File: src/hdl/spq_pkg.sv
// ----------------------------------------------------------------------------
// spq_pkg
// Shared constants, result codes and controller command type for the
// stable priority queue.
// ----------------------------------------------------------------------------
package spq_pkg;

  // default sizes
  localparam int QUEUE_DEPTH_DEF   = 16;
  localparam int PRIORITY_BITS_DEF = 8;
  localparam int HANDLE_BITS_DEF   = 16;

  // field widths on the ports
  localparam int OP_W        = 1;
  localparam int PRIO_FW     = 8;
  localparam int HANDLE_FW   = 16;
  localparam int STATUS_W    = 2;
  localparam int OCC_FW      = 5;
  localparam int IN_TDATA_W  = ((PRIO_FW + HANDLE_FW + 7) / 8) * 8;
  localparam int OUT_FIELD_W = PRIO_FW + HANDLE_FW + OCC_FW;
  localparam int OUT_TDATA_W = ((OUT_FIELD_W + 7) / 8) * 8;

  // operations
  localparam logic [OP_W-1:0] OP_INSERT = 1'b0;
  localparam logic [OP_W-1:0] OP_POP    = 1'b1;

  // result codes
  localparam logic [STATUS_W-1:0] RES_INSERTED = 2'd0;
  localparam logic [STATUS_W-1:0] RES_POPPED   = 2'd1;
  localparam logic [STATUS_W-1:0] RES_EMPTY    = 2'd2;
  localparam logic [STATUS_W-1:0] RES_FULL     = 2'd3;

  // controller to datapath
  typedef struct packed {
    logic load;   // capture the incoming request
    logic exec;   // apply it to the array and load the result register
  } spq_cmd_t;

endpackage

File: src/hdl/stable_priority_queue.sv
// ----------------------------------------------------------------------------
// stable_priority_queue
// Bounded priority queue kept sorted in a shift-insert array; equal
// priorities leave in arrival order.
//
//   channel  direction  tuser            tdata
//   in_      request    operation        priority_req, message_handle
//   out_     result     status           out_priority, out_handle, occupancy
//
// Each request is first captured, then applied to the slot array while the
// result register is loaded, once that register is free. The array update
// is a single pass through the per-slot compare and select.
// A new request is taken while the previous result still waits on out_.
// Reset empties the queue; stored entries are not cleared.
// ----------------------------------------------------------------------------
module stable_priority_queue
  import spq_pkg::*;
#(
  parameter int QUEUE_DEPTH   = QUEUE_DEPTH_DEF,
  parameter int PRIORITY_BITS = PRIORITY_BITS_DEF,
  parameter int HANDLE_BITS   = HANDLE_BITS_DEF
) (
  input  logic                   clk,
  input  logic                   rst_n,
  input  logic                   in_tvalid,
  output logic                   in_tready,
  input  logic [IN_TDATA_W-1:0]  in_tdata,   // priority_req, message_handle
  input  logic [OP_W-1:0]        in_tuser,   // operation
  output logic                   out_tvalid,
  input  logic                   out_tready,
  output logic [OUT_TDATA_W-1:0] out_tdata,  // out_priority, out_handle, occupancy, pad
  output logic [STATUS_W-1:0]    out_tuser   // status
);

  spq_cmd_t             cmd;
  logic [STATUS_W-1:0]  res_status;
  logic [PRIO_FW-1:0]   res_prio;
  logic [HANDLE_FW-1:0] res_handle;
  logic [OCC_FW-1:0]    res_occ;

  spq_ctrl u_ctrl (
    .clk        (clk),
    .rst_n      (rst_n),
    .in_tvalid  (in_tvalid),
    .in_tready  (in_tready),
    .out_tready (out_tready),
    .out_tvalid (out_tvalid),
    .cmd        (cmd)
  );

  spq_dpath #(
    .QUEUE_DEPTH   (QUEUE_DEPTH),
    .PRIORITY_BITS (PRIORITY_BITS),
    .HANDLE_BITS   (HANDLE_BITS)
  ) u_dpath (
    .clk        (clk),
    .rst_n      (rst_n),
    .cmd        (cmd),
    .req_op     (in_tuser),
    .req_prio   (in_tdata[PRIO_FW-1:0]),
    .req_handle (in_tdata[PRIO_FW+HANDLE_FW-1:PRIO_FW]),
    .res_status (res_status),
    .res_prio   (res_prio),
    .res_handle (res_handle),
    .res_occ    (res_occ)
  );

  assign out_tuser = res_status;
  assign out_tdata = {{(OUT_TDATA_W - OUT_FIELD_W){1'b0}}, res_occ, res_handle, res_prio};

endmodule

File: src/hdl/spq_ctrl.sv
// ----------------------------------------------------------------------------
// spq_ctrl
// Request sequencer: takes one request, runs it through the datapath
// once the result register is free, and tracks the result valid flag.
// ----------------------------------------------------------------------------
module spq_ctrl
  import spq_pkg::*;
(
  input  logic     clk,
  input  logic     rst_n,
  input  logic     in_tvalid,
  output logic     in_tready,
  input  logic     out_tready,
  output logic     out_tvalid,
  output spq_cmd_t cmd
);

  localparam logic ST_IDLE = 1'b0;
  localparam logic ST_EXEC = 1'b1;

  logic state_r, state_nxt;
  logic out_valid_r, out_valid_nxt;
  logic slot_free;

  assign in_tready  = (state_r == ST_IDLE);
  assign out_tvalid = out_valid_r;
  assign slot_free  = !out_valid_r || out_tready;

  always_comb begin
    cmd.load = 1'b0;
    cmd.exec = 1'b0;
    state_nxt = state_r;
    case (state_r)
      ST_IDLE: begin
        if (in_tvalid) begin
          cmd.load  = 1'b1;
          state_nxt = ST_EXEC;
        end
      end
      ST_EXEC: begin
        // wait until the result register can take a new result
        if (slot_free) begin
          cmd.exec  = 1'b1;
          state_nxt = ST_IDLE;
        end
      end
      default: state_nxt = ST_IDLE;
    endcase
  end

  always_comb begin
    out_valid_nxt = out_valid_r;
    if (cmd.exec) begin
      out_valid_nxt = 1'b1;
    end else if (out_tready) begin
      out_valid_nxt = 1'b0;
    end
  end

  always_ff @(posedge clk) begin
    if (!rst_n) begin
      state_r     <= ST_IDLE;
      out_valid_r <= 1'b0;
    end else begin
      state_r     <= state_nxt;
      out_valid_r <= out_valid_nxt;
    end
  end

endmodule

File: src/hdl/spq_dpath.sv
// ----------------------------------------------------------------------------
// spq_dpath
// Sorted shift-insert array with request and result registers. Each slot
// compares its priority with the request and either holds, takes its
// neighbor or takes the new entry.
// ----------------------------------------------------------------------------
module spq_dpath
  import spq_pkg::*;
#(
  parameter int QUEUE_DEPTH   = QUEUE_DEPTH_DEF,
  parameter int PRIORITY_BITS = PRIORITY_BITS_DEF,
  parameter int HANDLE_BITS   = HANDLE_BITS_DEF
) (
  input  logic                 clk,
  input  logic                 rst_n,
  input  spq_cmd_t             cmd,
  input  logic [OP_W-1:0]      req_op,
  input  logic [PRIO_FW-1:0]   req_prio,
  input  logic [HANDLE_FW-1:0] req_handle,
  output logic [STATUS_W-1:0]  res_status,
  output logic [PRIO_FW-1:0]   res_prio,
  output logic [HANDLE_FW-1:0] res_handle,
  output logic [OCC_FW-1:0]    res_occ
);

  localparam int PW = PRIORITY_BITS;
  localparam int HW = HANDLE_BITS;
  localparam int CW = $clog2(QUEUE_DEPTH + 1);
  localparam logic [CW-1:0] CNT_FULL = CW'(QUEUE_DEPTH);

  logic [PW-1:0] prio_r [QUEUE_DEPTH];
  logic [PW-1:0] prio_nxt [QUEUE_DEPTH];
  logic [HW-1:0] hdl_r [QUEUE_DEPTH];
  logic [HW-1:0] hdl_nxt [QUEUE_DEPTH];
  logic [CW-1:0] count_r, count_nxt;

  logic [OP_W-1:0] op_r;
  logic [PW-1:0]   new_prio_r;
  logic [HW-1:0]   new_hdl_r;

  logic [STATUS_W-1:0]  status_r, status_nxt;
  logic [PRIO_FW-1:0]   oprio_r, oprio_nxt;
  logic [HANDLE_FW-1:0] ohdl_r, ohdl_nxt;
  logic [OCC_FW-1:0]    occ_r;

  logic [QUEUE_DEPTH-1:0] lt;
  logic [QUEUE_DEPTH-1:0] lt_prev;
  logic [QUEUE_DEPTH-1:0] at_end;
  logic                   do_ins, do_pop;

  // width adapters between port fields and stored fields
  logic [PW+PRIO_FW-1:0]   prio_in_ext, prio_out_ext;
  logic [HW+HANDLE_FW-1:0] hdl_in_ext, hdl_out_ext;
  logic [CW+OCC_FW-1:0]    occ_ext;

  assign prio_in_ext  = {{PW{1'b0}}, req_prio};
  assign hdl_in_ext   = {{HW{1'b0}}, req_handle};
  assign prio_out_ext = {{PRIO_FW{1'b0}}, prio_r[0]};
  assign hdl_out_ext  = {{HANDLE_FW{1'b0}}, hdl_r[0]};
  assign occ_ext      = {{OCC_FW{1'b0}}, count_nxt};

  // slot i holds an entry of lower priority than the request
  always_comb begin
    for (int i = 0; i < QUEUE_DEPTH; i++) begin
      lt[i]     = (CW'(i) < count_r) && (prio_r[i] < new_prio_r);
      at_end[i] = (CW'(i) == count_r);
    end
    lt_prev = {lt[QUEUE_DEPTH-2:0], 1'b0};
  end

  assign do_ins = cmd.exec && (op_r == OP_INSERT) && (count_r != CNT_FULL);
  assign do_pop = cmd.exec && (op_r == OP_POP) && (count_r != '0);

  always_comb begin
    for (int i = 0; i < QUEUE_DEPTH; i++) begin
      prio_nxt[i] = prio_r[i];
      hdl_nxt[i]  = hdl_r[i];
    end
    count_nxt = count_r;
    if (do_ins) begin
      for (int i = 0; i < QUEUE_DEPTH; i++) begin
        if (lt_prev[i]) begin
          // entries after the insertion point move down one slot
          prio_nxt[i] = (i == 0) ? prio_r[0] : prio_r[(i == 0) ? 0 : i - 1];
          hdl_nxt[i]  = (i == 0) ? hdl_r[0] : hdl_r[(i == 0) ? 0 : i - 1];
        end else if (lt[i] || at_end[i]) begin
          prio_nxt[i] = new_prio_r;
          hdl_nxt[i]  = new_hdl_r;
        end
      end
      count_nxt = count_r + CW'(1);
    end else if (do_pop) begin
      for (int i = 0; i < QUEUE_DEPTH - 1; i++) begin
        prio_nxt[i] = prio_r[i + 1];
        hdl_nxt[i]  = hdl_r[i + 1];
      end
      count_nxt = count_r - CW'(1);
    end
  end

  always_comb begin
    oprio_nxt = '0;
    ohdl_nxt  = '0;
    if (op_r == OP_INSERT) begin
      status_nxt = (count_r == CNT_FULL) ? RES_FULL : RES_INSERTED;
    end else if (count_r == '0) begin
      status_nxt = RES_EMPTY;
    end else begin
      status_nxt = RES_POPPED;
      oprio_nxt  = prio_out_ext[PRIO_FW-1:0];
      ohdl_nxt   = hdl_out_ext[HANDLE_FW-1:0];
    end
  end

  always_ff @(posedge clk) begin
    if (!rst_n) begin
      count_r <= '0;
    end else begin
      count_r <= count_nxt;
    end
  end

  always_ff @(posedge clk) begin
    for (int i = 0; i < QUEUE_DEPTH; i++) begin
      prio_r[i] <= prio_nxt[i];
      hdl_r[i]  <= hdl_nxt[i];
    end
    if (cmd.load) begin
      op_r       <= req_op;
      new_prio_r <= prio_in_ext[PW-1:0];
      new_hdl_r  <= hdl_in_ext[HW-1:0];
    end
    if (cmd.exec) begin
      status_r <= status_nxt;
      oprio_r  <= oprio_nxt;
      ohdl_r   <= ohdl_nxt;
      occ_r    <= occ_ext[OCC_FW-1:0];
    end
  end

  assign res_status = status_r;
  assign res_prio   = oprio_r;
  assign res_handle = ohdl_r;
  assign res_occ    = occ_r;

endmodule

File: config.mk
export PLATFORM = sky130hd
export DESIGN_NAME = stable_priority_queue
export DESIGN_NICKNAME = d
export VERILOG_FILES = /design/src/hdl/spq_pkg.sv /design/src/hdl/stable_priority_queue.sv /design/src/hdl/spq_ctrl.sv /design/src/hdl/spq_dpath.sv
export SDC_FILE = /design/constraint.sdc
export NUM_CORES = 1
export LEC_CHECK = 0
export BUFFER_PORTS_ARGS = -buffer_cell sky130_fd_sc_hd__buf_2
export CAP_MARGIN = 25
export CORE_MARGIN = 4
export CORE_UTILIZATION = 54
export CTS_CLUSTER_DIAMETER = 50
export DETAILED_ROUTE_END_ITERATION = 8
export PLACE_DENSITY = 0.74
export SETUP_SLACK_MARGIN = 0.3
export SYNTH_ARGS = -nofsm -noshare
export SYNTH_HDL_FRONTEND = slang
export SYNTH_SLANG_ARGS = --single-unit
File: constraint.sdc
create_clock -name clk -period 3.9 [get_ports clk]
set_input_delay 0.585 -clock clk [delete_from_list [all_inputs] [get_ports clk]]
set_output_delay 0.585 -clock clk [all_outputs]
set_load 0.02 [all_outputs]
# Word level (Yosys, flattened, before mapping)
# Memory sizes are Yosys's and may differ from the RTL's.
# Index checks and enable logic that the tools add are counted.
[op_classes]
n_addsub = 2
n_mul = 0
div_mod_pow = 0
order_cmp = 32
eq_ne = 17
shifts = 0
mux = 81
bitwise = 2
reduce_logical = 42
[op_table]
columns = ["op", "n"]
rows = [
  ["$mux W16", 32],
  ["$mux W240", 2],
  ["$mux W8", 32],
  ["$mux W120", 2],
  ["$lt A8 B8 Y1", 16],
  ["$eq A4 B5 Y1 const A", 8],
  ["$lt A4 B5 Y1 const A", 8],
  ["$eq A3 B5 Y1 const A", 4],
  ["$logic_and A1 B1 Y1", 20],
  ["$lt A3 B5 Y1 const A", 4],
  ["$logic_or A1 B1 Y1", 17],
  ["$eq A2 B5 Y1 const A", 2],
  ["$lt A1 B5 Y1 const A", 2],
  ["$lt A2 B5 Y1 const A", 2],
  ["$mux W5", 2],
  ["$mux W1", 7],
  ["$mux W2", 3],
  ["$add A5 B1 Y5 const B", 1],
  ["$eq A1 B5 Y1 const A", 1],
  ["$eq A5 B5 Y1 const B", 1],
  ["$logic_not A5 Y1", 1],
  ["$ne A5 B5 Y1 const B", 1],
  ["$reduce_bool A5 Y1", 1],
  ["$sub A5 B1 Y5 const B", 1],
  ["5 further kinds", 6],
]
[word_totals]
reg_bits = 63
latch_bits = 0
ram_bits = 384
mem_bits_ro = 0
in_bits = 29
output_inout_bits = 36
mem_count = 2
[mem_list]
columns = ["memory", "words", "width", "rd", "rd_ports_with_merged_regs", "wr", "line_no", "text"]
rows = [
  ["u_dpath.hdl_r", 16, 16, 16, 0, 16, "spq_dpath.sv:33", "logic [HW-1:0] hdl_r [QUEUE_DEPTH];"],
  ["u_dpath.prio_r", 16, 8, 16, 0, 16, "spq_dpath.sv:31", "logic [PW-1:0] prio_r [QUEUE_DEPTH];"],
]

# Longest topological paths before layout
[depth]
depth_word = 8
depth_mapped = 11
depth_no_buf = 7

# Cells and area by module
# Synthesis repeated with hierarchy kept, for this count alone.
[hier_totals]
cells_unflattened = 2199
area_unflattened_um2 = 24044.3
[by_module_without_submodules]
columns = ["module", "n_inst", "cells_per_inst", "area_per_inst_um2"]
rows = [
  ["spq_dpath", 1, 2185, 23907.9],
  ["spq_ctrl", 1, 10, 110.1],
  ["stable_priority_queue", 1, 4, 26.3],
]

# Worst setup path before layout
# Ideal clock, no wire load.
[synth_timing]
path_type = "register to register"
startpoint = "reg u_dpath.new_prio_r[5] (netlist name)"
endpoint = "mem u_dpath.hdl_r[0][100] (netlist name), enable pin"
setup_time_ns = 0.420
arrival_ns = 3.568
required_ns = 3.480
path_slack_ns = -0.088
path_stages_with_launch = 10
path_buffers = 2
path_cell_list = "edfxtp_1 > inv_1 > ha_1 > a211o_1 > a221oi_2 > o31a_1 > buf_4 > buf_6 > nor2_1 > a31oi_1"
[synth_lines]
columns = ["item", "line_no"]
rows = [
  ["to (decl)", "spq_dpath.sv:33"],
]

==> run_results.csv <==
group,metric,value,unit
routing,vias,20800,
critical_path,cp_slowest_cell,"inv_1",
grt,grt_pass1_wl,117,mm
power_and_ir_drop,p_seq_share,47.8,%
grt,grt_busiest_layer,"met2",
logic_synthesis,synth-xor-area-share,0.140,%
critical_path,startpoint_type,"flop",
final_layout,design_area,27800,sq um
power_and_ir_drop,ir_drop,0.000376,V
floorplanning,io-pin-count,65,
clock_network,cts_hold_buf,0,
timing,fmax,309,MHz
logic_synthesis,synth-simple-area-share,16.3,%
routing,first_pass_iters,6,
routing,ant_nets,0,
power_and_ir_drop,powerDensity,439,nW/um^2
clock_network,ctsResizeCount,0,
clock_network,cts_sinks,447,
final_layout,diodes,0,
logic_synthesis,ys_ff_latch,447,
logic_synthesis,ys_seq_area_share,53.2,%
logic_synthesis,synth_mux_area_share,2.99,%
place,routabilityCongestion,0.950,
timing,setup_ws,0.659,ns
timing,rsz0062_at_grt,"no",
routing,drt-wirelength-per-cell,25.3,microns
critical_path,crit_family,"compound AO/OA/AOI/OAI gates",
clock_network,clkLatencyLatePin,0.61,ns
timing,slew_headroom,27.1,%
logic_synthesis,yosysWarnings,0,
worst_hold_path,min_path_type,"primary input to flop",
floorplanning,die_w,224,microns
critical_path,worst-setup-path-type,"flop to flop",
critical_path,cp.arrival,3.54,ns
power_and_ir_drop,switching_share,27.9,%
floorplanning,rows,78,
grt,grt_use_met3,5.59,%
place,place_area,26100,sq um
grt,grt_usage,29.3,%
floorplanning,initial_utilization,54.9,%
power_and_ir_drop,pwr-share-clk,38.6,%
routing,finalWirelength,75.5,mm
clock_network,cts_made_buffers,52,
logic_synthesis,synth_top_family_by_area,"compound AO/OA/AOI/OAI gates",
logic_synthesis,synthCells,2357,
place,dpl.hpwl,50.9,mm
timing,tightest_slew,1.09,ns
routing,viasPerCell,6.96,
final_layout,nets,2489,
final_layout,final_common_cell,"edfxtp_1",
routing,remaining_drc_errors,0,
run_status,status,"finished clean",
logic_synthesis,synth_compound_area_share,17.1,%
floorplanning,die_h,224,microns
power_and_ir_drop,p_sw,3.40,mW
grt,grtUsageMet1,38.2,%
clock_network,clk_path_buf_depth,3,
logic_synthesis,synth_edf_count,440,
logic_synthesis,syn-cell-area,25100,sq um
timing,fin_skew,0.0251,ns
place,io_buffers,61,
logic_synthesis,yosysUniqueCellTypes,64,
clock_network,cts_tree,"yes",
final_layout,area_delta_synth_final,10.7,%
grt,met2_usage,47.7,%
final_layout,fillers,3639,
floorplanning,core-area,45700,sq um
grt,overflow,0,
final_layout,drive_gt1_share,11.4,%
grt,antenna_found_initial,0,
critical_path,cp.buffers_inverters,2,
final_layout,seq_area,13400,sq um
timing,min_period,3.24,ns
final_layout,fin_util,60.8,%
timing,finalHoldViolCount,0,
routing,first_iter_violations,2585,
logic_synthesis,synth_async_sr_flop_share,0,%
power_and_ir_drop,combPwrFrac,13.7,%
power_and_ir_drop,intPower,8.80,mW
timing,setup_violations,0,
clock_network,cts-root-buf,"clkbuf_16",
critical_path,endpoint_kind,"flop",
grt,grt_max_degree,163,
final_layout,multi_input_area,10800,sq um
critical_path,max_stage_delay,0.51,ns
power_and_ir_drop,p_total,12.2,mW
logic_synthesis,syn_area_per_cell,10.6,sq um
logic_synthesis,synthFlopType,"edfxtp_1",
logic_synthesis,synth_fa_ha_area_share,5.84,%
critical_path,required,4.20,ns
power_and_ir_drop,power_leakage,9.66,nW
grt,grt_pass1_vias,21100,
floorplanning,die-area,50000,sq um
critical_path,crit_chain,"inv_1, ha_1, a21o_1, a21o_1, a211oi_2, o31a_1, o31a_1, buf_12",
clock_network,clk_pin_slew,0.06,ns
timing,slew_violations,0,
timing,min_period_over_period,83.1,%
place,post-place-ws,0.713,ns
timing,setup_tns,0,ns
clock_network,htreeDepth,2,
final_layout,layout_common_cells,"440 x edfxtp_1, 320 x nand3_1, 312 x nand2_1",
run,cap_violations,0,
clock_network,cts_setup_buffers,0,
critical_path,path_max_fanout,22,
-- metrics by stage --
| stage | hold WS (ns) | instances |
|---|---|---|
| 3_3_place_gp | 0.531 | 2883 |
| 5_1_grt | 0.126 | 2985 |
| 4_1_cts | 0.128 | 2982 |
| 6_report | 0.146 | 2985 |
| 3_5_place_dp | 0.542 | 2886 |
| 2_1_floorplan | 0.518 | 2359 |
-- cell type report --
type	instances	area share, %
clock buffer	63	4.91
clock inverter	33	0.937
inverter	15	0.203
multi-input combinational	1680	38.9
sequential	447	48.1
tap	600	2.70
timing repair buffer	147	4.22
-- kinds of logic after synthesis --
group | Yosys count
AND/OR/NAND/NOR | 880
AO/OA/AOI/OAI | 604
flip-flops | 447
buffers and inverters | 232
adder cells (fa/ha/maj) | 117
multiplexers | 72
XOR/XNOR | 4
other | 1
-- sequential cells by signal, indices dropped and copies added, names as in the netlist --
| signal | flops |
|---|---|
| u_ctrl.out_tvalid | 1 |
| u_ctrl.state_r | 1 |
| u_dpath.count_r | 5 |
| u_dpath.hdl_r | 256 |
| u_dpath.new_hdl_r | 16 |
| u_dpath.new_prio_r | 8 |
| u_dpath.op_r | 1 |
| u_dpath.prio_r | 128 |
| u_dpath.res_handle | 16 |
| u_dpath.res_occ | 5 |
| u_dpath.res_prio | 8 |
| u_dpath.res_status | 2 |
-- power by group through the flow --
stage	Clock (mW)	Combinational [mW]	Sequential (mW)
floorplan	0	1.10	5.86
global placement	0	1.55	5.91
detailed placement	0	1.61	5.92
CTS	4.75	1.62	5.82
global route	4.97	1.81	5.84
finish	4.70	1.67	5.83
-- routing by layer --
metal  routed length [microns]  part of all wire, %  up-vias
met5                         0                    0        -
met4                      3780                  5.0        0
met3                      6460                  8.6      289
met2                     35900                   47     1146
met1                     29400                   39    10200
li1                          -                    -     9123
-- synthesized netlist by cell type (19+ instances only) --
cell type / number / area [sq um]
edfxtp_1: 440 / 13200
nand3_1: 320 / 1600
nand2_1: 312 / 1170
o211ai_1: 170 / 1280
ha_1: 117 / 1460
nor2_1: 116 / 435
o21ai_0: 108 / 541
clkbuf_1: 96 / 360
buf_2: 85 / 425
a22oi_1: 72 / 541
a31oi_1: 65 / 407
mux2i_1: 48 / 480
o2111ai_1: 48 / 420
nand4_1: 35 / 219
a221o_1: 26 / 260
a21oi_1: 25 / 125
and3_1: 25 / 156
and2_1: 24 / 150
o21ai_1: 23 / 115
mux2_1: 19 / 214
-- worst reg2reg max path, stage by stage, from the launching register on --
cell and delay [ns]:
edfxtp_1 0.39, inv_1 0.51, ha_1 0.37, a21o_1 0.16
a21o_1 0.18, a211oi_2 0.32, o31a_1 0.44, o31a_1 0.33
buf_12 0.22
-- worst paths after layout --
kind	from	to	slack [ns]	depth (start not counted)
min	in_tdata[23]	u_dpath.new_hdl_r[15]	0.15	1
max reg2reg	u_dpath.new_prio_r[5]	u_dpath.hdl_r[1][119]	0.66	8
min reg2reg	u_dpath.hdl_r[1][114]	u_dpath.hdl_r[1][98]	0.56	2
max	u_dpath.new_prio_r[5]	u_dpath.hdl_r[1][119]	0.66	8
Power figures use the tool's default switching activity.
